`src/sv/met_pkg.sv`:
```
`default_nettype none
package met_pkg;

	localparam int CFG_IDX_W = 3;
	localparam int CFG_DATA_W = 32;

	localparam logic [CFG_IDX_W-1:0] REG_X_LEFT    = 3'd0;
	localparam logic [CFG_IDX_W-1:0] REG_Y_LOWER   = 3'd1;
	localparam logic [CFG_IDX_W-1:0] REG_X_STEP    = 3'd2;
	localparam logic [CFG_IDX_W-1:0] REG_Y_STEP    = 3'd3;
	localparam logic [CFG_IDX_W-1:0] REG_MAX_ITERS = 3'd4;

	localparam logic signed [31:0] X_LEFT_RST  = 32'shE000_0000;
	localparam logic signed [31:0] Y_LOWER_RST = 32'shE000_0000;
	localparam logic signed [31:0] STEP_RST    = 32'sh0010_0000;
	localparam logic [15:0]        ITERS_RST   = 16'd1000;

	typedef struct packed {
		logic signed [31:0] c_re;
		logic signed [31:0] c_im;
	} point_t;

endpackage
`default_nettype wire

```
`src/sv/met_front.sv`:
```
`default_nettype none
module met_front #(
	parameter int MAX_WIDTH  = 4096,
	parameter int MAX_HEIGHT = 4096
) (
	input  wire logic                  clk,
	input  wire logic                  arst_n,
	input  wire logic                  in_valid,
	output logic                       in_stall,
	input  wire logic [11:0]           col,
	input  wire logic [11:0]           row,
	input  wire logic signed [31:0]    x_left,
	input  wire logic signed [31:0]    y_lower,
	input  wire logic signed [31:0]    x_step,
	input  wire logic signed [31:0]    y_step,
	output logic                       pt_valid,
	input  wire logic                  pt_stall,
	output met_pkg::point_t            pt_data
);
	import met_pkg::*;

	localparam logic signed [45:0] Q32_MAX = 46'sd2147483647;
	localparam logic signed [45:0] Q32_MIN = -46'sd2147483648;

	logic [11:0]        col_eff;
	logic [11:0]        row_eff;
	logic signed [44:0] prod_re;
	logic signed [44:0] prod_im;
	logic signed [44:0] prod_re_s1;
	logic signed [44:0] prod_im_s1;
	logic               v_s1;
	logic signed [45:0] sum_re;
	logic signed [45:0] sum_im;
	point_t             pt_s2;
	logic               v_s2;
	logic               adv1;
	logic               adv2;

	function automatic logic signed [31:0] sat32(input logic signed [45:0] v);
		if (v > Q32_MAX)
			return 32'sh7FFF_FFFF;
		else if (v < Q32_MIN)
			return 32'sh8000_0000;
		else
			return $signed(v[31:0]);
	endfunction

	always_comb begin
		col_eff = col;
		row_eff = row;
		if (32'(col) >= MAX_WIDTH)
			col_eff = 12'(MAX_WIDTH - 1);
		if (32'(row) >= MAX_HEIGHT)
			row_eff = 12'(MAX_HEIGHT - 1);
		prod_re = 45'($signed({1'b0, col_eff})) * 45'(x_step);
		prod_im = 45'($signed({1'b0, row_eff})) * 45'(y_step);
		sum_re = 46'(prod_re_s1) + 46'(x_left);
		sum_im = 46'(prod_im_s1) + 46'(y_lower);
	end

	assign adv2     = !v_s2 || !pt_stall;
	assign adv1     = !v_s1 || adv2;
	assign in_stall = !adv1;
	assign pt_valid = v_s2;
	assign pt_data  = pt_s2;

	always_ff @(posedge clk or negedge arst_n) begin
		if (!arst_n) begin
			v_s1 <= 1'b0;
			v_s2 <= 1'b0;
		end else begin
			if (adv1)
				v_s1 <= in_valid;
			if (adv2)
				v_s2 <= v_s1;
		end
	end

	always_ff @(posedge clk) begin
		if (adv1 && in_valid) begin
			prod_re_s1 <= prod_re;
			prod_im_s1 <= prod_im;
		end
		if (adv2 && v_s1) begin
			pt_s2.c_re <= sat32(sum_re);
			pt_s2.c_im <= sat32(sum_im);
		end
	end

endmodule
`default_nettype wire

```
`config.mk`:
```
export PLATFORM = sky130hd
export DESIGN_NAME = met_front
export DESIGN_NICKNAME = d
export VERILOG_FILES = /design/src/sv/met_pkg.sv /design/src/sv/met_front.sv
export SDC_FILE = /design/constraint.sdc
export NUM_CORES = 2
export LEC_CHECK = 0
export ABC_AREA = 0
export BUFFER_PORTS_ARGS = -buffer_cell sky130_fd_sc_hd__buf_2
export CAP_MARGIN = 40
export CORE_AREA = 2 2 265 267
export DETAILED_ROUTE_END_ITERATION = 10
export DIE_AREA = 0 0 267 269
export GPL_TIMING_DRIVEN = 0
export PLACE_DENSITY = 0.84
export REMOVE_ABC_BUFFERS = 1
export SLEW_MARGIN = 0
export SYNTH_ARGS = -nofsm -noshare
export SYNTH_HDL_FRONTEND = slang
export SYNTH_SLANG_ARGS = --single-unit
export TNS_END_PERCENT = 30
```
`constraint.sdc`:
```
create_clock -name clk -period 8.2 [get_ports clk]
set_input_delay 0.82 -clock clk [delete_from_list [all_inputs] [get_ports clk]]
set_output_delay 0.82 -clock clk [all_outputs]
set_load 0.03 [all_outputs]
```
# Word-level counts from Yosys, hierarchy flattened
# Cells that the tools add are included.
totals:
  in_bits: 156
  wordCells: 24
  register_bits: 156
  out_inout_bits: 66
op_classes:
  mux: 2
  multipliers: 2
  reduce_logical: 8
  add_sub_neg: 2
  order_cmp: 4
op_table:
  columns: ["cell", "count"]
  rows:
  - ["$add A45 B32 Y46", 2]
  - ["$gt A46 B32 Y1 const B", 2]
  - ["$lt A46 B32 Y1 const B", 2]
  - ["$mul A13 B32 Y45", 2]
  - ["$mux W32", 2]
  - ["$logic_not A1 Y1", 4]
  - ["$logic_and A1 B1 Y1", 2]
  - ["$logic_or A1 B1 Y1", 2]

# Logic depth before layout (Yosys ltp)
logic_depth:
  ltp_word: 4
  mapped_depth: 25
  ltp_nobuf: 23

# Least setup slack after synthesis
# OpenSTA, ideal clock, no wires.
synth_timing:
  path_type: "input to register"
  from: "input port y_step[11]"
  to: "register prod_im_s1[43], data pin"
  setup_slack_ns: 1.396
  path_stages: 24
  setup_time_ns: 0.265
  n_path_buf: 2
  arrival_time_ns: 6.539
  required_time_ns: 7.935
  cell_sequence: "clkbuf_1 > and2_1 > fa_1 > inv_1 > fa_1 > inv_1 > fa_1 > fa_1 > inv_1 > fa_1 > inv_1 > ha_1 > clkbuf_1 > a21o_1 > a21o_1 > a21o_1 > a211oi_1 > a211oi_1 > a41o_1 > a221oi_1 > o21ai_0 > a21boi_0 > o21ai_0 > xor2_1"
synth_between:
  elab_chain_cells: 1
synth_lines:
  columns: ["item", "line_no", "source"]
  rows:
  - ["from (decl)", "met_front.sv:15", "input wire logic signed [31:0] y_step,"]
  - ["$mul A13 B32 Y45", "met_front.sv:56", "prod_im = 45'($signed({1'b0, row_eff})) * 45'(y_step);"]
  - ["via prod_im[43]", "met_front.sv:28", "logic signed [44:0] prod_im;"]
  - ["to (signal assigned)", "met_front.sv:82", "prod_im_s1 <= prod_im;"]
  - ["to (decl)", "met_front.sv:30", "logic signed [44:0] prod_im_s1;"]
# The timed path passes the listed nets, and every way through them passes these cells.
# A chain may end at the register's enable or synchronous reset.

# Worst setup path in the final report
layout_timing:
  from: "input port row[4]"
  to: "register prod_im_s1[44], data pin"
layout_between:
  elab_chain_cells: 1
layout_lines:
  columns: ["item", "line_no", "source"]
  rows:
  - ["from (decl)", "met_front.sv:11", "input wire logic [11:0] row,"]
  - ["$mul A13 B32 Y45", "met_front.sv:56", null]
  - ["via prod_im[44]", "met_front.sv:28", null]
# The timed path passes the listed nets, and every way through them passes these cells.

==> flow_summary.yaml <==
outcome:
  outcome: "finished, final reports clean"
drt:
  ant_nets: 0
  drtIter0Drc: 2300
  viasPerCell: 5.54
  routedWlPerCell_um: 16.9
  drc: 0
  firstDrtPassIters: 5
  routed_wl_um: 88900
  num_vias: 29100
global_routing:
  grt_pass1_vias: 30700
  antenna_found_initial: 19
  gr-total-overflow: 0
  grt_pass1_wl_um: 149000
  grt_usage_pct: 25.6
  top_usage_layer: "met2"
  grt_max_degree: 49
  use_met1_pct: 33.9
  met3_usage_pct: 3.76
  grtUsageMet2_pct: 43.6
job:
  cap_violations: 0
worst_setup_path:
  path_common_cell: "fa_1"
  worst-path-stages: 22
  cpPeakStageDelay_ns: 0.59
  path_cells: "buf_2, nand2_1, fa_1, fa_1, fa_1, inv_1, fa_1, inv_1, fa_1, inv_1, ha_1, a21o_1, a21o_1, a21oi_1, o221ai_1, o31ai_1, o221ai_1, a221o_1, o41ai_1, o21ai_0, a21oi_1, xnor2_1"
  crit_buf_inv: 4
  r2r_slack_ns: 3.10
  r2r_start: "prod_re_s1[0]"
  critPathCaptureType: "register"
  cp-startpoint: "row[4]"
  critPathKind: "in -> reg"
  worstPathRequired_ns: 8.40
  cp-start-kind: "input pin"
  arrival_ns: 7.69
  endpoint: "prod_im_s1[44]"
  r2r_cells: 15
  path_max_fanout: 32
  r2r-end: "pt_data[60]"
  slowest_stage: "fa_1"
  crit_family: "compound AO/OA/AOI/OAI gates"
final_layout:
  post-route-util_pct: 57.4
  nets: 5405
  drive_above_1_share_pct: 7.01
  area_growth_syn_to_layout_pct: 6.18
timing:
  maxSlewViolCount: 0
  post-route-period-util_pct: 91.4
  rsz0062_at_grt: "no"
  tightest_slew_ns: 0.890
  slew_headroom_pct: 40.7
  final_hold_viol_count: 0
  setup-tns-final_ns: 0
  skew_ns: 0.0148
  clock.fmax_ghz: 0.133
  fin_crit_ns: 7.49
  setup_violations: 0
floorplanning:
  die-area_sq_um: 71800
  initial_core_util_pct: 54.1
  fp-row-count: 97
  coreArea_sq_um: 69300
  io_pins: 222
  die_w_um: 267
  die_h_um: 269
synth:
  synth_edf_count: 154
  netlist_area_sq_um: 37500
  synthCells: 4233
  ys.flop_type: "edfxtp_1"
  async_flop_share_pct: 1.28
  yosysWarnings: 0
  synth-seq-area-share_pct: 12.5
  yosysUniqueCellTypes: 78
  avgSynthCellArea_sq_um: 8.85
  ys_ff_latch: 156
place:
  port_buffers: 221
  gp_congestion: 0.920
  hpwl_um: 74200
clocking:
  cts_root_buffer: "clkbuf_16"
  path_clk_slew_ns: 0.08
  numCtsBuffers: 17
  post_cts_buffers: 0
  clk_latency_ns: 0.45
  cts.repair.resized: 0
  cts_hold_buf: 0
  cts_tree: "built"
  cts_max_level: 4
  cts_sinks: 156
  cts_buffer_depth: 2
min_path:
  hold_class: "in -> async"
-- cells in the mapped netlist (35+ instances only) --
library cell / number / area share (%)
a21o_1: 98 / 2.0
a21oi_1: 157 / 2.1
and2_1: 349 / 5.8
clkbuf_1: 190 / 1.9
edfxtp_1: 154 / 12
fa_1: 678 / 36
ha_1: 288 / 9.6
inv_1: 926 / 9.3
nand2_1: 533 / 5.3
nand3_1: 37 / 0.49
nand4_1: 35 / 0.58
nor2_1: 113 / 1.1
o21ai_0: 129 / 1.7
xnor2_1: 97 / 2.3
xor2_1: 50 / 1.2
-- final cells by class --
class | instances | area [sq um]
Antenna cell | 11 | 27.5
Clock buffer | 18 | 429
Clock inverter | 14 | 179
Fill cell | 5888 | 29500
Inverter | 926 | 3480
Multi-Input combinational cell | 2953 | 28600
Sequential cell | 156 | 4670
Tap cell | 940 | 1180
Timing Repair Buffer | 229 | 1250
-- worst min-delay path by stage --
stage	slack, ns	cells after the start	from	endpoint
floorplan	0.44	1	v_s1	pt_valid
global placement	0.45	1	v_s1	pt_valid
detailed placement	0.49	1	v_s1	pt_valid
CTS	0.13	1	arst_n	pt_valid
global route	0.12	1	arst_n	pt_valid
finish	0.15	1	arst_n	pt_valid
-- per-stage QoR --
| stage | cells | setup WS (ns) | area (sq um) | hold slack (ns) |
|---|---|---|---|---|
| 5_1_grt | 5245 | 0.314 | 39800 | 0.123 |
| 3_3_place_gp | 5196 | -0.204 | 39000 | 0.451 |
| 3_5_place_dp | 5204 | 0.343 | 39200 | 0.486 |
| 6_report | 5247 | 0.708 | 39800 | 0.146 |
| 2_1_floorplan | 4035 | 1.65 | 36700 | 0.443 |
| 4_1_cts | 5236 | 0.805 | 39800 | 0.131 |
-- cell usage in the layout (no fill, tap or decap), types with 21 or more instances in the layout --
| cell type | Yosys | layout |
|---|---|---|
| xnor2_1 | 97 | 97 |
| nor2b_1 | 22 | 22 |
| o21a_1 | 28 | 28 |
| xor2_1 | 50 | 50 |
| ha_1 | 288 | 288 |
| a21o_1 | 98 | 98 |
| and2_1 | 349 | 348 |
| edfxtp_1 | 154 | 154 |
| nor2_1 | 113 | 113 |
| nand2_1 | 533 | 533 |
| nor3_1 | 29 | 29 |
| o21ai_0 | 129 | 128 |
| a211oi_1 | 24 | 24 |
| nand3_1 | 37 | 37 |
| nand4_1 | 35 | 35 |
| a21oi_1 | 157 | 156 |
| o21bai_1 | 24 | 24 |
| fa_1 | 678 | 678 |
| inv_1 | 926 | 926 |
| buf_2 | 5 | 222 |
| o21ai_1 | 21 | 21 |
-- registers in the layout, summed over array words and instances (netlist names) --
name        flops
pt_data        64
v_s1            1
pt_valid        1
prod_re_s1     45
prod_im_s1     45
-- metal layers --
layer  routed length, um  vias to the layer above
met2               42700                     1032
met1               37400                    14600
met3                6170                      193
met5                  92                        -
met4                2520                       14
li1                    -                    13300
-- kinds of logic after synthesis --
| family | Yosys count | share of synthesized area [%] |
|---|---|---|
| and+or+nand+nor | 1213 | 15.9 |
| buffers and inverters | 1124 | 11.3 |
| adders and majority gates | 966 | 45.8 |
| AOI/OAI and AO/OA | 616 | 10.7 |
| DFF | 156 | 12.5 |
| xor gates and xnor gates | 147 | 3.44 |
| muxes | 11 | 0.301 |
Power is left out: the tool's default activity adds up to more than one toggle a clock period on the data nets, which glitch-free logic cannot reach.
