**src/sv/met_pkg.sv**
```systemverilog
`default_nettype none
package met_pkg;

	localparam int CFG_IDX_W = 3;
	localparam int CFG_DATA_W = 32;

	localparam logic [CFG_IDX_W-1:0] REG_X_LEFT    = 3'd0;
	localparam logic [CFG_IDX_W-1:0] REG_Y_LOWER   = 3'd1;
	localparam logic [CFG_IDX_W-1:0] REG_X_STEP    = 3'd2;
	localparam logic [CFG_IDX_W-1:0] REG_Y_STEP    = 3'd3;
	localparam logic [CFG_IDX_W-1:0] REG_MAX_ITERS = 3'd4;

	localparam logic signed [31:0] X_LEFT_RST  = 32'shE000_0000;
	localparam logic signed [31:0] Y_LOWER_RST = 32'shE000_0000;
	localparam logic signed [31:0] STEP_RST    = 32'sh0010_0000;
	localparam logic [15:0]        ITERS_RST   = 16'd1000;

	typedef struct packed {
		logic signed [31:0] c_re;
		logic signed [31:0] c_im;
	} point_t;

endpackage
`default_nettype wire

```
**src/sv/met_back.sv**
```systemverilog
`default_nettype none
module met_back #(
	parameter int ITER_BITS = 16
) (
	input  wire logic             clk,
	input  wire logic             arst_n,
	input  wire logic             q_valid,
	output logic                  q_take,
	input  wire met_pkg::point_t  q_data,
	input  wire logic [15:0]      max_iters,
	output logic                  out_valid,
	input  wire logic             out_stall,
	output logic [15:0]           iter_count
);
	import met_pkg::*;

	localparam int CNT_W = ITER_BITS < 16 ? ITER_BITS : 16;

	localparam logic [2:0] ST_IDLE = 3'd0;
	localparam logic [2:0] ST_P0   = 3'd1;
	localparam logic [2:0] ST_P1   = 3'd2;
	localparam logic [2:0] ST_P2   = 3'd3;
	localparam logic [2:0] ST_P3   = 3'd4;

	localparam logic signed [37:0] Q36_MAX_W = 38'sd34359738367;
	localparam logic signed [37:0] Q36_MIN_W = -38'sd34359738368;
	localparam logic signed [35:0] Q36_MAX   = 36'sh7_FFFF_FFFF;
	localparam logic signed [35:0] Q36_MIN   = 36'sh8_0000_0000;
	localparam logic signed [36:0] ESC_LIMIT = 37'sd1073741824;

	typedef struct packed {
		logic [63:0] prod;
		logic        zero;
		logic        big;
		logic        neg;
	} mul_t;

	function automatic logic [35:0] mag36(input logic signed [35:0] v);
		return v[35] ? 36'(-v) : 36'(v);
	endfunction

	function automatic logic signed [35:0] sat36(input logic signed [37:0] v);
		if (v > Q36_MAX_W)
			return Q36_MAX;
		else if (v < Q36_MIN_W)
			return Q36_MIN;
		else
			return $signed(v[35:0]);
	endfunction

	function automatic logic signed [35:0] mul_finish(input mul_t m, input logic half);
		logic [36:0] s;
		logic [36:0] ns;
		s  = half ? m.prod[63:27] : {1'b0, m.prod[63:28]};
		ns = 37'd0 - s;
		if (m.zero)
			return '0;
		else if (m.big)
			return m.neg ? Q36_MIN : Q36_MAX;
		else if (m.neg)
			return (s > 37'h8_0000_0000) ? Q36_MIN : $signed(ns[35:0]);
		else
			return (s > 37'h7_FFFF_FFFF) ? Q36_MAX : $signed(s[35:0]);
	endfunction

	logic [2:0]         state_q;
	logic signed [31:0] c_re_q;
	logic signed [31:0] c_im_q;
	logic signed [35:0] x_q;
	logic signed [35:0] y_q;
	logic signed [35:0] xx_q;
	logic signed [35:0] yy_q;
	mul_t               mul_q;
	logic [CNT_W-1:0]   count_q;
	logic [15:0]        res_q;
	logic               res_v_q;

	logic signed [35:0] op_a;
	logic signed [35:0] op_b;
	logic [35:0]        mag_a;
	logic [35:0]        mag_b;
	mul_t               mul_d;
	logic [CNT_W-1:0]   limit;
	logic signed [36:0] esc_sum;
	logic signed [37:0] nx_sum;
	logic signed [37:0] ny_sum;
	logic               done;
	logic               res_load;

	always_comb begin
		case (state_q)
			ST_P1: begin
				op_a = x_q;
				op_b = x_q;
			end
			ST_P2: begin
				op_a = y_q;
				op_b = y_q;
			end
			default: begin
				op_a = x_q;
				op_b = y_q;
			end
		endcase
		mag_a      = mag36(op_a);
		mag_b      = mag36(op_b);
		mul_d.prod = 64'(mag_a[31:0]) * 64'(mag_b[31:0]);
		mul_d.zero = (mag_a == 36'd0) || (mag_b == 36'd0);
		mul_d.big  = (|mag_a[35:32]) || (|mag_b[35:32]);
		mul_d.neg  = op_a[35] ^ op_b[35];
	end

	assign limit    = max_iters[CNT_W-1:0];
	assign esc_sum  = 37'(xx_q) + 37'(yy_q);
	assign nx_sum   = 38'(xx_q) - 38'(yy_q) + 38'(c_re_q);
	assign ny_sum   = 38'(mul_finish(mul_q, 1'b1)) + 38'(c_im_q);
	assign done     = (count_q != '0) && ((esc_sum >= ESC_LIMIT) || (count_q >= limit));
	assign res_load = (state_q == ST_P0) && done && (!res_v_q || !out_stall);
	assign q_take   = (state_q == ST_IDLE) && q_valid;

	assign out_valid  = res_v_q;
	assign iter_count = res_q;

	always_ff @(posedge clk or negedge arst_n) begin
		if (!arst_n) begin
			state_q <= ST_IDLE;
			res_v_q <= 1'b0;
		end else begin
			if (res_load)
				res_v_q <= 1'b1;
			else if (!out_stall)
				res_v_q <= 1'b0;
			case (state_q)
				ST_IDLE: begin
					if (q_valid)
						state_q <= ST_P0;
				end
				ST_P0: begin
					if (!done)
						state_q <= ST_P1;
					else if (res_load)
						state_q <= ST_IDLE;
				end
				ST_P1: state_q <= ST_P2;
				ST_P2: state_q <= ST_P3;
				ST_P3: state_q <= ST_P0;
				default: state_q <= ST_IDLE;
			endcase
		end
	end

	always_ff @(posedge clk) begin
		if (res_load)
			res_q <= 16'(count_q);
		case (state_q)
			ST_IDLE: begin
				if (q_valid) begin
					c_re_q  <= q_data.c_re;
					c_im_q  <= q_data.c_im;
					x_q     <= '0;
					y_q     <= '0;
					xx_q    <= '0;
					yy_q    <= '0;
					count_q <= '0;
				end
			end
			ST_P0: begin
				if (!done) begin
					mul_q <= mul_d;
					x_q   <= sat36(nx_sum);
				end
			end
			ST_P1: begin
				y_q   <= sat36(ny_sum);
				mul_q <= mul_d;
			end
			ST_P2: begin
				xx_q  <= mul_finish(mul_q, 1'b0);
				mul_q <= mul_d;
			end
			ST_P3: begin
				yy_q    <= mul_finish(mul_q, 1'b0);
				count_q <= count_q + CNT_W'(1);
			end
			default: begin
			end
		endcase
	end

`ifndef SYNTHESIS
	a_count_bound: assert property (@(posedge clk) disable iff (!arst_n)
		(state_q != ST_IDLE) |-> (count_q <= limit || count_q == CNT_W'(1)))
		else $error("iteration count ran past the limit");

	a_squares_nonneg: assert property (@(posedge clk) disable iff (!arst_n)
		(state_q != ST_IDLE) |-> (!xx_q[35] && !yy_q[35]))
		else $error("squared term went negative");

	a_result_from_check: assert property (@(posedge clk) disable iff (!arst_n)
		$rose(res_v_q) |-> ($past(state_q) == ST_P0))
		else $error("result loaded outside the check step");

	a_result_nonzero: assert property (@(posedge clk) disable iff (!arst_n)
		res_v_q |-> (iter_count != 16'd0))
		else $error("result count is zero");
`endif

endmodule
`default_nettype wire
```
**config.mk**
```make
export PLATFORM = sky130hd
export DESIGN_NAME = met_back
export DESIGN_NICKNAME = d
export VERILOG_FILES = /design/src/sv/met_pkg.sv /design/src/sv/met_back.sv
export SDC_FILE = /design/constraint.sdc
export NUM_CORES = 2
export LEC_CHECK = 0
export ABC_AREA = 1
export BUFFER_PORTS_ARGS = -buffer_cell sky130_fd_sc_hd__buf_2
export CORE_MARGIN = 3
export CORE_UTILIZATION = 35
export CTS_CLUSTER_SIZE = 28
export DETAILED_ROUTE_END_ITERATION = 7
export PLACE_DENSITY = 0.63
export SYNTH_ARGS = -nofsm -noshare
export SYNTH_HDL_FRONTEND = slang
export SYNTH_SLANG_ARGS = --single-unit
```
**constraint.sdc**
```tcl
create_clock -name clk -period 8.35 [get_ports clk]
set_input_delay 0.4175 -clock clk [delete_from_list [all_inputs] [get_ports clk]]
set_output_delay 0.4175 -clock clk [all_outputs]
set_load 0.01 [all_outputs]
```
[Yosys cells after proc, flatten, opt, wreduce, memory -nomap -nowiden]
Cells that the tools add are included.
Widths: inputs -> output; s select.
Operators by class
  $add $sub $neg: 9
  multipliers: 1
  div/mod/pow operators: 0
  $lt $le $gt $ge: 10
  equal/unequal tests: 8
  shifts and indexed selects: 0
  mux-type cells: 35
  bitwise gates (word level): 1
  reductions and logical operators: 29
Operators with widths (count)
  $mux 36: 21
  $pmux 36 s2: 4
  $pmux 67 s2: 1
  $gt 37x36->1 const B: 2
  $logic_not 36->1: 2
  $neg 36->36: 2
  $sub 1x36->36 const A: 2
  $mux 67: 1
  $mul 32x32->64: 1
  $add 37x32->38: 1
  $gt 38x36->1 const B: 1
  $lt 38x36->1 const B: 1
  $add 36x32->37: 1
  $add 36x36->37: 1
  $ge 37x32->1 const B: 1
  $gt 37x35->1 const B: 1
  $lt 37x36->1 const B: 1
  $sub 36x36->37: 1
  $gt 36x35->1 const B: 1
  $gt 36x36->1 const B: 1
  $pmux 16 s2: 1
  $add 16x1->16 const B: 1
  $ge 16x16->1: 1
  $mux 16: 1
  20 further kinds: 42
Storage, ports and cells
  flip-flop bits (word level): 311
  latch bits: 0
  bits in writable memories: 0
  ROM bits: 0
  input bits: 84
  logic and storage cells: 107
  memories kept: 0

[Logic depth before layout (Yosys ltp)]
  depth in word-level cells: 10
  gate-level depth with buffers: 47

[Worst setup path before layout]
OpenSTA, ideal clock, no wires.
  kind: reg-to-reg
  start point: register state_q[2]
  end point: register mul_q[53] in the netlist's numbering (data pin)
  setup time: 252 ps
  arrival: 8368 ps
  slack: -270 ps
  cell stages (with the launch flop): 44
  clock period less this slack: 8620 ps
  cell sequence: dfrtp_1 -> inv_4 -> nand3_4 -> o21ai_2 -> clkbuf_1 -> ha_1 -> inv_1 -> nor2_1 -> nand2_1 -> inv_1 -> nand2_2 -> nor2_4 -> nand2_1 -> nand2_1 -> nand2_1 -> nand2_1 -> buf_2 -> buf_2 -> (+8 left out) -> inv_1 -> fa_1 -> inv_1 -> fa_1 -> inv_1 -> fa_1 -> inv_1 -> ha_1 -> nand2_1 -> nor2_1 -> inv_1 -> nor2_1 -> nand3_1 -> or2_2 -> o21bai_1 -> nand2_1 -> nand3_1 -> nand2_1
RTL lines
  from (decl): line met_back.sv:66  | logic [2:0] state_q;
  from (signal assigned): line met_back.sv:126  | state_q <= ST_IDLE;
  from (signal assigned): line met_back.sv:136  | state_q <= ST_P0;
  from (signal assigned): line met_back.sv:140  | state_q <= ST_P1;
  to (signal assigned): line met_back.sv:169  | mul_q <= mul_d;
  to (signal assigned): line met_back.sv:175  | mul_q <= mul_d;
  to (signal assigned): line met_back.sv:179  | mul_q <= mul_d;
  to (decl): line met_back.sv:73  | mul_t mul_q;

==> run_results.csv <==
group,metric,value,unit
layout,final_nets,9641,
route,first_iter_violations,5342,
sta,finalMaxSlewViolations,0,
place,dp_hpwl,182,mm
layout,final_area,0.0724,mm²
route,dr.pass1.iters,6,
route,drt-vias-per-instance,5.13,
yosys,yosysMostFrequentCell,"inv_1",
setup_path,critical_path_buf_inv_count,12,
yosys,yosys-top-cells-area,"fa_1 33%, edfxtp_1 15%, inv_1 9.8%",
setup_path,startpoint,"state_q[0]",
layout,finish.utilization,0.448,
place,place_area,0.0663,mm²
hold_path,hold_path.class,"in2reg",
setup_path,reg2reg_from,"state_q[0]",
setup_path,cp_slowest_cell,"fa_1",
setup_path,crit_family,"adder cells",
floorplan,die_y,410,µm
status,violations,"setup timing",
place,port-buffer-count,101,
setup_path,crit_top_cell,"nand2_1",
yosys,ys.flop_type,"edfxtp_1",
global_routing,antenna_found_initial,1,
yosys,synth_area,0.0573,mm²
clock_tree,clk_latency,0.58,ns
yosys,synth-edff-count,280,
clock_tree,cts_buffers,34,
sta,rsz0062_at_grt,"yes",
route,routedWlPerCell,21.1,µm
setup_path,startpoint_type,"register",
setup_path,cp.required,8.67,ns
yosys,syn_inst,7374,
yosys,avgSynthCellArea,7.76,µm²
global_routing,grt_remaining_overflow,0,
route,finalWirelength,220,mm
sta,setup_slack,-0.372,ns
global_routing,grt_first_pass_wirelength,329,mm
clock_tree,clk_path_buf_depth,3,
yosys,yosysTopAreaCell,"fa_1",
yosys,ys_seq_elements,284,
layout,areaGrowthSynthToFinish,26.5,%
clock_tree,root_buffer,"clkbuf_16",
place,gp_congestion,0.984,
sta,fin_crit,8.72,ns
job,cap_violations,0,
yosys,ys_types,65,
setup_path,crit_type,"reg2reg",
clock_tree,clk_pin_slew,0.06,ns
yosys,syn_nets,8784,
yosys,yosysWarnings,0,
route,vias,53400,
route,ant_nets,0,
status,status,"finished with violations",
sta,finalCritPeriodShare,1.04,
sta,finalHoldViolations,0,
global_routing,grtUsageTotal,0.256,
setup_path,cpPeakStageDelay,0.58,ns
layout,n_fill_cell,16000,
sta,max_clock_freq,0.115,GHz
setup_path,arrival,9.05,ns
floorplan,initial_core_util,0.355,
yosys,ys_top_cells_by_count,"1499 x inv_1, 1495 x nand2_1, 1047 x nor2_1, 933 x fa_1, 393 x ha_1",
setup_path,critPathMaxFanout,6,
yosys,synth.top_cell.area_share,0.326,
floorplan,core,0.161,mm²
yosys,ys_async_sr_fraction,0.0141,
clock_tree,cts_sinks,284,
floorplan,die_area,0.168,mm²
hold_path,min_from,"q_data[2]",
route,drc,0,
sta,finalClockSkew,0.0257,ns
sta,worst_pin_slew,1.22,ns
clock_tree,htree_levels,2,
floorplan,die_w,410,µm
global_routing,grt_pass1_vias,53600,
global_routing,grt_max_degree,64,
layout,diodes,0,
layout,drive_above_1_share,0.221,
setup_path,endpoint_kind,"register",
yosys,ys_seq_area_frac,0.149,
floorplan,ios,102,
sta,setup_viol_count_final,37,
clock_tree,cts_tree,"built",
sta,relSlewSlack,0.187,
floorplan,rows,147,
## worst paths after layout
path / slack (ns) / endpoint / cells after the start
worst max-delay path: -0.37 / mul_q[65] / 43
worst min-delay path: 0.03 / c_im_q[2] / 1
worst max register to register: -0.37 / mul_q[65] / 43
worst min register to register: 0.50 / iter_count[3] / 0
max in group asynchronous: 7.96 / state_q[2] / 2
min in group asynchronous: 0.21 / out_valid / 2
## flip-flops by register name, indices dropped and copies added, names as in the netlist
register	count
c_im_q	32
c_re_q	32
count_q	16
iter_count	16
mul_q	40
out_valid	1
state_q	3
x_q	36
xx_q	36
y_q	36
yy_q	36
## layout by cell type (no fill, tap or decap), types with 53 or more instances in the layout
cell and instances:
nand2_2 113, xor2_1 100, nor2_2 113, inv_1 1442
inv_2 67, nor2_1 926, nand3_1 207, buf_2 101
a21oi_1 267, fa_2 83, buf_4 764, nor2_4 53
fa_1 850, buf_12 106, ha_1 352, edfxtp_1 280
nor3_1 68, nand2_1 1380, o21ai_0 233
## cell type report
class | count | area (µm²) | share of cell area
inverter | 1540 | 5870 | 0.0811
clock inverter | 23 | 344 | 0.00475
tap | 2160 | 2700 | 0.0373
clock buffer | 38 | 866 | 0.0120
sequential | 284 | 8510 | 0.118
timing repair buffer | 1075 | 9700 | 0.134
multi-input combinational | 5295 | 44400 | 0.613
timing repair inverter | 1 | 8.76 | 0.000121
## cell families (layout without fill, tap and decap cells)
family | Yosys count | after routing | share of synthesized area
AO/OA/AOI/OAI | 795 | 795 | 0.0773
flip-flops | 284 | 284 | 0.149
AND/OR/NAND/NOR | 3020 | 3022 | 0.215
adder cells (fa/ha/maj) | 1326 | 1326 | 0.412
buffers and inverters | 1797 | 2677 | 0.123
XOR/XNOR | 152 | 152 | 0.0242
## metrics by stage
stage               TNS (ns)  hold slack (ns)  cells  setup slack (ns)
detailed placement    -25.35            0.254  10200            -0.947
CTS                    -5.27         0.000277  10300            -0.254
floorplan                  0            0.122   7374            0.0163
global placement      -25.63            0.250  10200            -0.959
finish                 -8.70           0.0284  10400            -0.372
global route          -19.28        0.0000288  10400            -0.669
## worst reg2reg max path, delay by kind of cell (launching register included)
kind                       cells  cell delay (ns)
adders and majority gates      9             4.14
and+or+nand+nor               20             2.21
DFF                            1             0.45
AOI/OAI and AO/OA              2             0.33
buffers and inverters         12             1.37
## metal layers
layer | part of all wire | global-route usage | wire length (µm) | vias to the layer above
met1 | 0.42 | 0.354 | 93000 | 26400
met2 | 0.45 | 0.410 | 99400 | 2320
met3 | 0.076 | 0.0298 | 16700 | 408
met4 | 0.050 | 0.101 | 11000 | 0
li1 | - | - | - | 24300
met5 | 0 | 0 | 0 | -
## timing repair
action / CTS / global route
gates cloned: 5 / 8
resized for setup: 482 / 368
buffers inserted: 65 / 63
pin swaps: 112 / 159
setup endpoints to repair: 37 / 37
hold buffers: 31 / 1
endpoints found under the hold margin: 34 / 1
Power is not shown: default switching activity piles up to over one toggle a cycle in this logic, so the estimate is an artifact.
