`src/sv/met_pkg.sv`:
```
`default_nettype none
package met_pkg;

	localparam int CFG_IDX_W = 3;
	localparam int CFG_DATA_W = 32;

	localparam logic [CFG_IDX_W-1:0] REG_X_LEFT    = 3'd0;
	localparam logic [CFG_IDX_W-1:0] REG_Y_LOWER   = 3'd1;
	localparam logic [CFG_IDX_W-1:0] REG_X_STEP    = 3'd2;
	localparam logic [CFG_IDX_W-1:0] REG_Y_STEP    = 3'd3;
	localparam logic [CFG_IDX_W-1:0] REG_MAX_ITERS = 3'd4;

	localparam logic signed [31:0] X_LEFT_RST  = 32'shE000_0000;
	localparam logic signed [31:0] Y_LOWER_RST = 32'shE000_0000;
	localparam logic signed [31:0] STEP_RST    = 32'sh0010_0000;
	localparam logic [15:0]        ITERS_RST   = 16'd1000;

	typedef struct packed {
		logic signed [31:0] c_re;
		logic signed [31:0] c_im;
	} point_t;

endpackage
`default_nettype wire

```
`src/sv/met_queue.sv`:
```
`default_nettype none
module met_queue (
	input  wire logic             clk,
	input  wire logic             arst_n,
	input  wire logic             push_valid,
	output logic                  push_stall,
	input  wire met_pkg::point_t  push_data,
	output logic                  pop_valid,
	input  wire logic             pop_take,
	output met_pkg::point_t       pop_data
);
	import met_pkg::*;

	point_t     mem_q [2];
	logic       wr_ptr_q;
	logic       rd_ptr_q;
	logic [1:0] fill_q;
	logic       push;
	logic       pop;

	assign push_stall = fill_q == 2'd2;
	assign pop_valid  = fill_q != 2'd0;
	assign pop_data   = mem_q[rd_ptr_q];
	assign push       = push_valid && !push_stall;
	assign pop        = pop_take && pop_valid;

	always_ff @(posedge clk or negedge arst_n) begin
		if (!arst_n) begin
			wr_ptr_q <= 1'b0;
			rd_ptr_q <= 1'b0;
			fill_q   <= 2'd0;
		end else begin
			if (push)
				wr_ptr_q <= !wr_ptr_q;
			if (pop)
				rd_ptr_q <= !rd_ptr_q;
			if (push && !pop)
				fill_q <= fill_q + 2'd1;
			else if (pop && !push)
				fill_q <= fill_q - 2'd1;
		end
	end

	always_ff @(posedge clk) begin
		if (push)
			mem_q[wr_ptr_q] <= push_data;
	end

endmodule
`default_nettype wire

```
`config.mk`:
```
export PLATFORM = sky130hd
export DESIGN_NAME = met_queue
export DESIGN_NICKNAME = d
export VERILOG_FILES = /design/src/sv/met_pkg.sv /design/src/sv/met_queue.sv
export SDC_FILE = /design/constraint.sdc
export NUM_CORES = 1
export LEC_CHECK = 0
export BUFFER_PORTS_ARGS = -buffer_cell sky130_fd_sc_hd__buf_4
export CORE_ASPECT_RATIO = 1.25
export CORE_MARGIN = 8
export CORE_UTILIZATION = 45
export CTS_CLUSTER_SIZE = 14
export DETAILED_ROUTE_END_ITERATION = 7
export PLACE_DENSITY = 0.73
export SYNTH_ARGS = -nofsm -noshare
export SYNTH_HDL_FRONTEND = slang
export SYNTH_SLANG_ARGS = --single-unit
```
`constraint.sdc`:
```
create_clock -name clk -period 3.8 [get_ports clk]
set_clock_uncertainty 0.15 [all_clocks]
set_input_delay 0.19 -clock clk [delete_from_list [all_inputs] [get_ports clk]]
set_output_delay 0.19 -clock clk [all_outputs]
set_load 0.02 [all_outputs]
```
# ---- After elaboration in Yosys (flattened, before gate mapping)
# Memories as Yosys holds them, arrays and structs flattened.
# Cells that the tools add are included.
# W data, S select, Z words.
dict set report op_classes {
  addsub 2
  muxes 4
  eq_ne 1
  reduce_logical 11
}
# operator n
set op_table {}
lappend op_table {{$logic_not A1 Y1} 5}
lappend op_table {{$logic_and A1 B1 Y1} 4}
lappend op_table {{$mux W2} 2}
lappend op_table {{$reduce_bool A2 Y1} 2}
lappend op_table {{$add A2 B1 Y2 const B} 1}
lappend op_table {{$eq A2 B2 Y1 const B} 1}
lappend op_table {{$mux W1} 2}
lappend op_table {{$sub A2 B1 Y2 const B} 1}
dict set report word_totals {
  ramBits 128
  input_bits 68
  n_memories 1
  wordCells 22
  out_inout_bits 66
  register_bits 4
}
# memory words width rd rd_clocked_by_memory_dff wr line
set mem_list {}
lappend mem_list {mem_q 2 64 1 0 1 met_queue.sv:14} ;# point_t mem_q [2];

# ---- Depth between registers and ports, before layout
# Gate-level depths: netlist (run 1).
dict set report logic_depth {
  depth_word 7
  mapped_depth 7
}

# ---- Worst setup path before layout (run 1)
# OpenSTA, ideal clock, no wires.
dict set report synth_path {
  path_kind {reg-to-reg}
  start {reg fill_q[0]}
  end {mem mem_q[0][0] in the netlist's numbering (enable)}
  arrival_ns 3.299
  period_less_slack_ns 3.935
  setup_time_ns 0.486
  stages_incl_launch_ff 4
  path_buffers 0
  setup_slack_ns -0.135
  required_ns 3.164
  cell_sequence {dfrtp_1 > nand2b_1 > nand2_1 > nor2_1}
}
dict set report synth_via {
  elab_chain_cells 5
}
# item line
set synth_lines {}
lappend synth_lines {{from (decl)} met_queue.sv:17} ;# logic [1:0] fill_q;
lappend synth_lines {{from (signal assigned)} met_queue.sv:38} ;# fill_q <= fill_q + 2'd1;
lappend synth_lines {{from (signal assigned)} met_queue.sv:40} ;# fill_q <= fill_q - 2'd1;
lappend synth_lines {{$eq A2 B2 Y1} met_queue.sv:21} ;# assign push_stall = fill_q == 2'd2;
lappend synth_lines {{$logic_not A1 Y1} met_queue.sv:24} ;# assign push = push_valid && !push_stall;
lappend synth_lines {{$logic_and A1 B1 Y1} met_queue.sv:24}
lappend synth_lines {{$mux W1} met_queue.sv:45} ;# if (push)
lappend synth_lines {{$mux W1 (not written as such)} met_queue.sv:46} ;# mem_q[wr_ptr_q] <= push_data;
lappend synth_lines {{to (decl)} met_queue.sv:14}
# Every way passes these cells.

==> results.md, run 1 <==
* Gp weighted congestion at 0.6898
* Setup TNS Final at 0 ps
* Final setup viols at 0
* Status: finished clean
* Initial antenna violation count at 0
* Core ar. at 10,980 um2
* CP peak stage delay at approximately 1100 ps
* Worst hold path type: primary input to flip-flop
* Vias in the first global route at 3,050
* Initial Utilization at 0.4578
* Setup Fix Bufs, Post-CTS at 0
* Clk Latency, worst-skew pair at about 400 ps
* Most common cell after layout, fill and taps aside: buf_4
* Die Span X at 110.5 um
* CP required at 3460 ps
* WP data arrival at 2230 ps
* DR pass1 iterations at 6
* RSZ-0062 raised after global routing: false
* Clock slew at the register clock pins of the worst setup and hold paths at 50 ps
* Wirelength, routed at 10,200 um
* Die Area at ~15,000 um2
* Slew headroom at 0.2197
* Critical Path Sink Type: output pin
* Iter 0 DRT Violations at 106
* Synth cell types at 16
* DIE HEIGHT at about 130 um
* Crit path max fanout at between 60 and 70
* DRC viols at 0
* Root Buffer: clkbuf_16
* Gr ovfl total at 0
* Syn_area_per_cell at around 23 um2
* Crit-path cells: mux2_2 > buf_4
* Final ANT Viol Nets at 0
* Post-synthesis sequential area ratio at 0.7849
* Power Density at between 700 and 800 nW/um2
* # clock sinks at 132
* Layout cells sized above 1 at 0.5258
* Most frequent cells in the layout: buf_4, edfxtp_1, dlygate4sd3_1
* R2R depth at 3
* Diode count at 0
* Total CTS buffers at 17
* Final Critical Period at 2570 ps
* Routed via count at 2,707
* Syn Nets at ~290
* Worst path slowest cell: dfrtp_4
* H-tree levels at 4
* Fmax at 389.1 MHz
* Hold path depth at 3
* Final period util at 0.6763
* Seq cells post-synth at 132
* Slew Viols, Final at 0
* Global-route wire length before repair at ~16,000 um
* Static leakage at 2.969 nW
* I/O pin cnt at 134
* Quantity of gates resized following cts at 0
* Largest net degree at the start of global routing at 66
* CP Class: flip-flop to output pin
* Max cap viols at 0
* Cell Area, Synth at 5025 um2
* Yosys warns at 0
* Avg Vias per Cell at between 4 and 5
* CTS Buffer Depth at 2
* Row count at 43
* DPL Wire Length at 6347 um
* Smallest hold slack at 19.68 ps
* Worst slew pin tran at 1171 ps
* GRT Total Usage at 0.1376
* Mapped Cells at 218
* Routed len/inst at about 18 um
* CP Launch Type: flip-flop
* Max rail drop VDD at approximately 0.75 mV
* Layout net count at around 500
* CTS tree: built
* Input/output buffers at between 100 and 150
* Final Hold Vio Count at 0
* Layout Area Growth over Synthesis at 47.78%
cell type report:
| class | instances | area, um2 |
|---|---|---|
| Clock buffer | 17 | 425.4 |
| Clock inverter | 14 | 162.7 |
| Fill cell | 728 | 3550 |
| Inverter | 2 | 7.507 |
| Multi-Input combinational cell | 77 | 1010 |
| Sequential cell | 132 | 3948 |
| Tap cell | 135 | 168.9 |
| Timing Repair Buffer | 203 | 1704 |
per-layer routing:
layer | global-route usage | part of all wire
met1 | 0.1363 | 0.38
met2 | 0.2495 | 0.55
met3 | 0.05183 | 0.051
met4 | 0.06170 | 0.016
met5 | 0 | 0
Yosys cell counts:
library cell | count | area [um2]
and3_1 | 1 | 6.260
buf_2 | 1 | 5.000
buf_6 | 6 | 67.56
dfrtp_1 | 4 | 100.1
edfxtp_1 | 128 | 3844
ha_1 | 1 | 12.51
inv_1 | 2 | 7.510
mux2_2 | 14 | 157.7
mux2_4 | 50 | 750.7
nand2_1 | 1 | 3.750
nand2_2 | 1 | 6.260
nand2b_1 | 1 | 6.260
nor2_1 | 2 | 7.510
or2_2 | 1 | 6.260
xnor2_1 | 3 | 26.28
xor2_1 | 2 | 17.52
power by group:
group | switching (mW) | internal [mW] | leakage, nW
registers | 0.267 | 2.00 | 1.23
logic | 0.892 | 1.02 | 1.46
clock network | 0.567 | 1.02 | 0.272
total | 1.73 | 4.04 | 2.97
sequential cells by signal, summed over array words and instances (netlist names):
| name | count |
|---|---|
| wr_ptr_q | 1 |
| mem_q | 128 |
| fill_q | 2 |
| rd_ptr_q | 1 |
metrics by stage:
step	instance area, um2	std cells	setup WS, ps	utilization	total power [mW]
2_1_floorplan	5027	218	934.6	-	3.473
3_3_place_gp	6167	482	1615	0.5619	4.138
3_5_place_dp	6167	482	1571	0.5619	4.171
4_1_cts	7426	580	1228	0.6766	5.816
5_1_grt	7426	580	1128	0.6766	6.001
6_report	7426	580	1230	0.6766	5.767
path summary, 6_finish.rpt:
check	start	to	slack, ps
worst max-delay path	rd_ptr_q	pop_data[59]	1230
worst min-delay path	push_valid	wr_ptr_q	20
worst max register to register	fill_q[0]	mem_q[1][34]	1600
worst min register to register	fill_q[1]	fill_q[1]	360
max in group asynchronous	arst_n	rd_ptr_q	2750
min in group asynchronous	arst_n	fill_q[1]	550
worst max-delay path, delay by kind of cell, from the launching register on:
| family | cells | cell delay, ps |
|---|---|---|
| multiplexers | 1 | 430 |
| flip-flops | 1 | 1130 |
| buffers and inverters | 1 | 160 |
logic make-up (layout without fill, tap and decap cells):
group / after synthesis / count (layout) / synth area share
simple gates: 7 / 7 / 0.007224
xor+xnor: 5 / 5 / 0.008717
buf+inv: 9 / 236 / 0.01593
mux: 64 / 64 / 0.1808
fa+ha+maj: 1 / 1 / 0.002490
flops: 132 / 132 / 0.7849
what timing repair did:
| action | 4_1_cts | 5_1_grt |
|---|---|---|
| hold endpoints to repair | 133 | 0 |
| endpoints found under the setup margin | 0 | 0 |
| hold buffers | 67 | 0 |
Power figures use the tool's default switching activity.
==> run 2, diff against run 1 <==
--- a/config.mk
+++ b/config.mk
@@ -11,7 +11,7 @@
 export CORE_UTILIZATION = 45
 export CTS_CLUSTER_SIZE = 14
 export DETAILED_ROUTE_END_ITERATION = 7
-export PLACE_DENSITY = 0.73
+export PLACE_DENSITY = 0.7
 export SYNTH_ARGS = -nofsm -noshare
 export SYNTH_HDL_FRONTEND = slang
 export SYNTH_SLANG_ARGS = --single-unit
==> constraint.sdc (replaced) <==
create_clock -name clk -period 2.6 [get_ports clk]
set_clock_uncertainty 0.15 [all_clocks]
set_input_delay 0.13 -clock clk [delete_from_list [all_inputs] [get_ports clk]]
set_output_delay 0.13 -clock clk [all_outputs]
set_load 0.02 [all_outputs]
==> run 2 against run 1 <==
Via count up 1.0%. Total power up 40%. Sequential power up 39%. Critical endpoint is now pop_data[50].
==> results.md, run 2 (same netlist as run 1, synthesis figures left out) <==
* Setup Fix Bufs, Post-CTS at 0 (unchanged)
* DPL Wire Length at 6498 um (+2.4%)
* WP data arrival at 1960 ps (-270 ps)
* Worst slew pin tran at 502.4 ps (-668.1 ps)
* Initial antenna violation count at 1 (+1)
* Layout Area Growth over Synthesis at 46.41%
* Avg Vias per Cell at 4.674 (+0.13%)
* Max cap viols at 0 (unchanged)
* Static leakage at 2.950 nW (-0.65%)
* I/O pin cnt at 134 (unchanged)
* Die Area at 14,830 um2 (unchanged)
* Final period util at 0.8598
* CP Class: flip-flop to output pin
* Core ar. at 10,980 um2 (unchanged)
* Worst r2r dst: mem_q[0][3]
* Non-Filler Instances at 585 (+0.86%)
* Quantity of gates resized following cts at 0 (unchanged)
* Gp weighted congestion at 0.6616 (-4.1%)
* Max rail drop VDD at 0.5487 mV (-27%)
* Buffers & Inverters on Critical Path at 2 (+1)
* DIE HEIGHT at 134.1 um (unchanged)
* Crit path max fanout at 29 (-55%)
* Final setup viols at 0 (unchanged)
* Top delay family on crit path: flip-flops
* Final Critical Period at 2235 ps
* Design area at 7357 um2 (-0.93%)
* Fmax at 447.4 MHz
* R2R depth at 4 (+1)
* Placed cell count at 485 (+0.62%)
* Worst path slowest cell: dfrtp_4
* Largest net degree at the start of global routing at 39 (-41%)
* Max FFs per register at 128 (unchanged)
* DRC viols at 0 (unchanged)
* Final Hold Vio Count at 0 (unchanged)
* Placed cell areas at 6190 um2 (+0.37%)
* Wirelength, routed at 10,080 um (-1.1%)
* Slew headroom at 0.6651 (+0.4454)
* Clock slew at the register clock pins of the worst setup and hold paths at 50 ps (about the same)
* Slew Viols, Final at 0 (unchanged)
* CTS tree: built
* Input/output buffers at 133 (unchanged)
* Root Buffer: clkbuf_16
* Iter 0 DRT Violations at 102 (-3.8%)
* RSZ-0062 raised after global routing: false
* Die Span X at 110.5 um (unchanged)
* Global-route wire length before repair at 15,450 um (-2.8%)
* CTS Buffer Depth at 2 (unchanged)
* CP Launch Type: flip-flop
* CP required at 2320 ps (-1140 ps)
* Setup TNS Final at 0 ps (unchanged)
* GRT Total Usage at 0.1361 (-0.001496)
* Vias in the first global route at 3,099 (+1.6%)
* Smallest hold slack at 311.6 ps (+291.9 ps)
* Largest Register: mem_q
* CP peak stage delay at 700 ps (-430 ps)
* Power Density at 1095 nW/um2 (+41%)
* Crit-path cells: buf_12 > mux2_2 > buf_4
* Routed via count at 2,734 (+1.0%)
* Hold endpoint: mem_q[1][46]
* Hold wc startpoint: push_data[46]
* Layout cells sized above 1 at 0.5078 (-0.01805)
* Most common cell after layout, fill and taps aside: buf_4
* Worst R2R Start: fill_q[0]
* Clk Latency, worst-skew pair at 400 ps (about the same)
* Worst hold path type: primary input to flip-flop
* R2r setup slk at 800 ps (-800 ps)
* Hold path depth at 2 (-1)
* H-tree levels at 4 (unchanged)
* Initial Utilization at 0.4578 (unchanged)
* Layout net count at 506 (+0.80%)
* Total CTS buffers at 17 (unchanged)
* Routed len/inst at 17.23 um (-2.0%)
* Most frequent cells in the layout: buf_4, edfxtp_1, dlygate4sd3_1
* Status: finished clean
* Final ANT Viol Nets at 0 (unchanged)
* Row count at 43 (unchanged)
* # clock sinks at 132 (unchanged)
* Gr ovfl total at 0 (unchanged)
* Critical Path Sink Type: output pin
* Largest registers: mem_q: 128 flops, fill_q: 2 flops
* DR pass1 iterations at 4 (-2)
run 2: cell types whose count changed in the layout (fill, tap and decap cells not counted), sizes merged, moves of 3 or more:
cell / change
clkinv: +3
clkbuf: +5
clkinvlp: -4
bufinv: -3
buf: +3
run 2: through the flow:
stage                     total power, mW  setup WS, ps  utilization
after floorplan                     5.066         433.8            -
after global placement              6.091         756.6       0.5640
after detailed placement            6.130         760.7       0.5640
after CTS                           8.158         325.4       0.6701
after global routing                8.412         280.4       0.6703
final                               8.054         364.6       0.6703
run 2: final cells by class:
class	count	area, um2
diodes	1	2.502
fillers	748	3618
inverters	2	7.507
well taps	135	168.9
clock inverters	9	40.04
multi-input cells	77	1010
clock buffers	22	444.2
repair buffers	207	1737
flip-flops and latches	132	3948
run 2: power breakdown:
| part | switching, mW | internal [mW] | leakage (nW) |
|---|---|---|---|
| Clock | 0.754 | 1.18 | 0.233 |
| Combinational | 1.48 | 1.49 | 1.48 |
| Sequential | 0.220 | 2.92 | 1.23 |
run 2: per-layer routing:
| metal | share of wire | global-route usage | vias up |
|---|---|---|---|
| met5 | 0 | 0 | - |
| met4 | 0.018 | 0.06321 | 0 |
| met3 | 0.068 | 0.05764 | 10 |
| met2 | 0.57 | 0.2591 | 92 |
| met1 | 0.35 | 0.1192 | 1339 |
| li1 | - | - | 1293 |
run 2: what timing repair did:
item / 4_1_cts / 5_1_grt
hold buffers: 68 / 0
setup endpoints to repair: 0 / 0
endpoints found under the hold margin: 134 / 0
run 2: worst max-delay path by stage:
| stage | start | to | slack, ps | cells past startpoint |
|---|---|---|---|---|
| floorplan | fill_q[0] | mem_q[0][0] | 430 | 3 |
| global placement | rd_ptr_q | pop_data[52] | 760 | 3 |
| detailed placement | rd_ptr_q | pop_data[22] | 760 | 3 |
| CTS | rd_ptr_q | pop_data[22] | 330 | 3 |
| global route | rd_ptr_q | pop_data[11] | 280 | 3 |
| finish | rd_ptr_q | pop_data[50] | 360 | 3 |
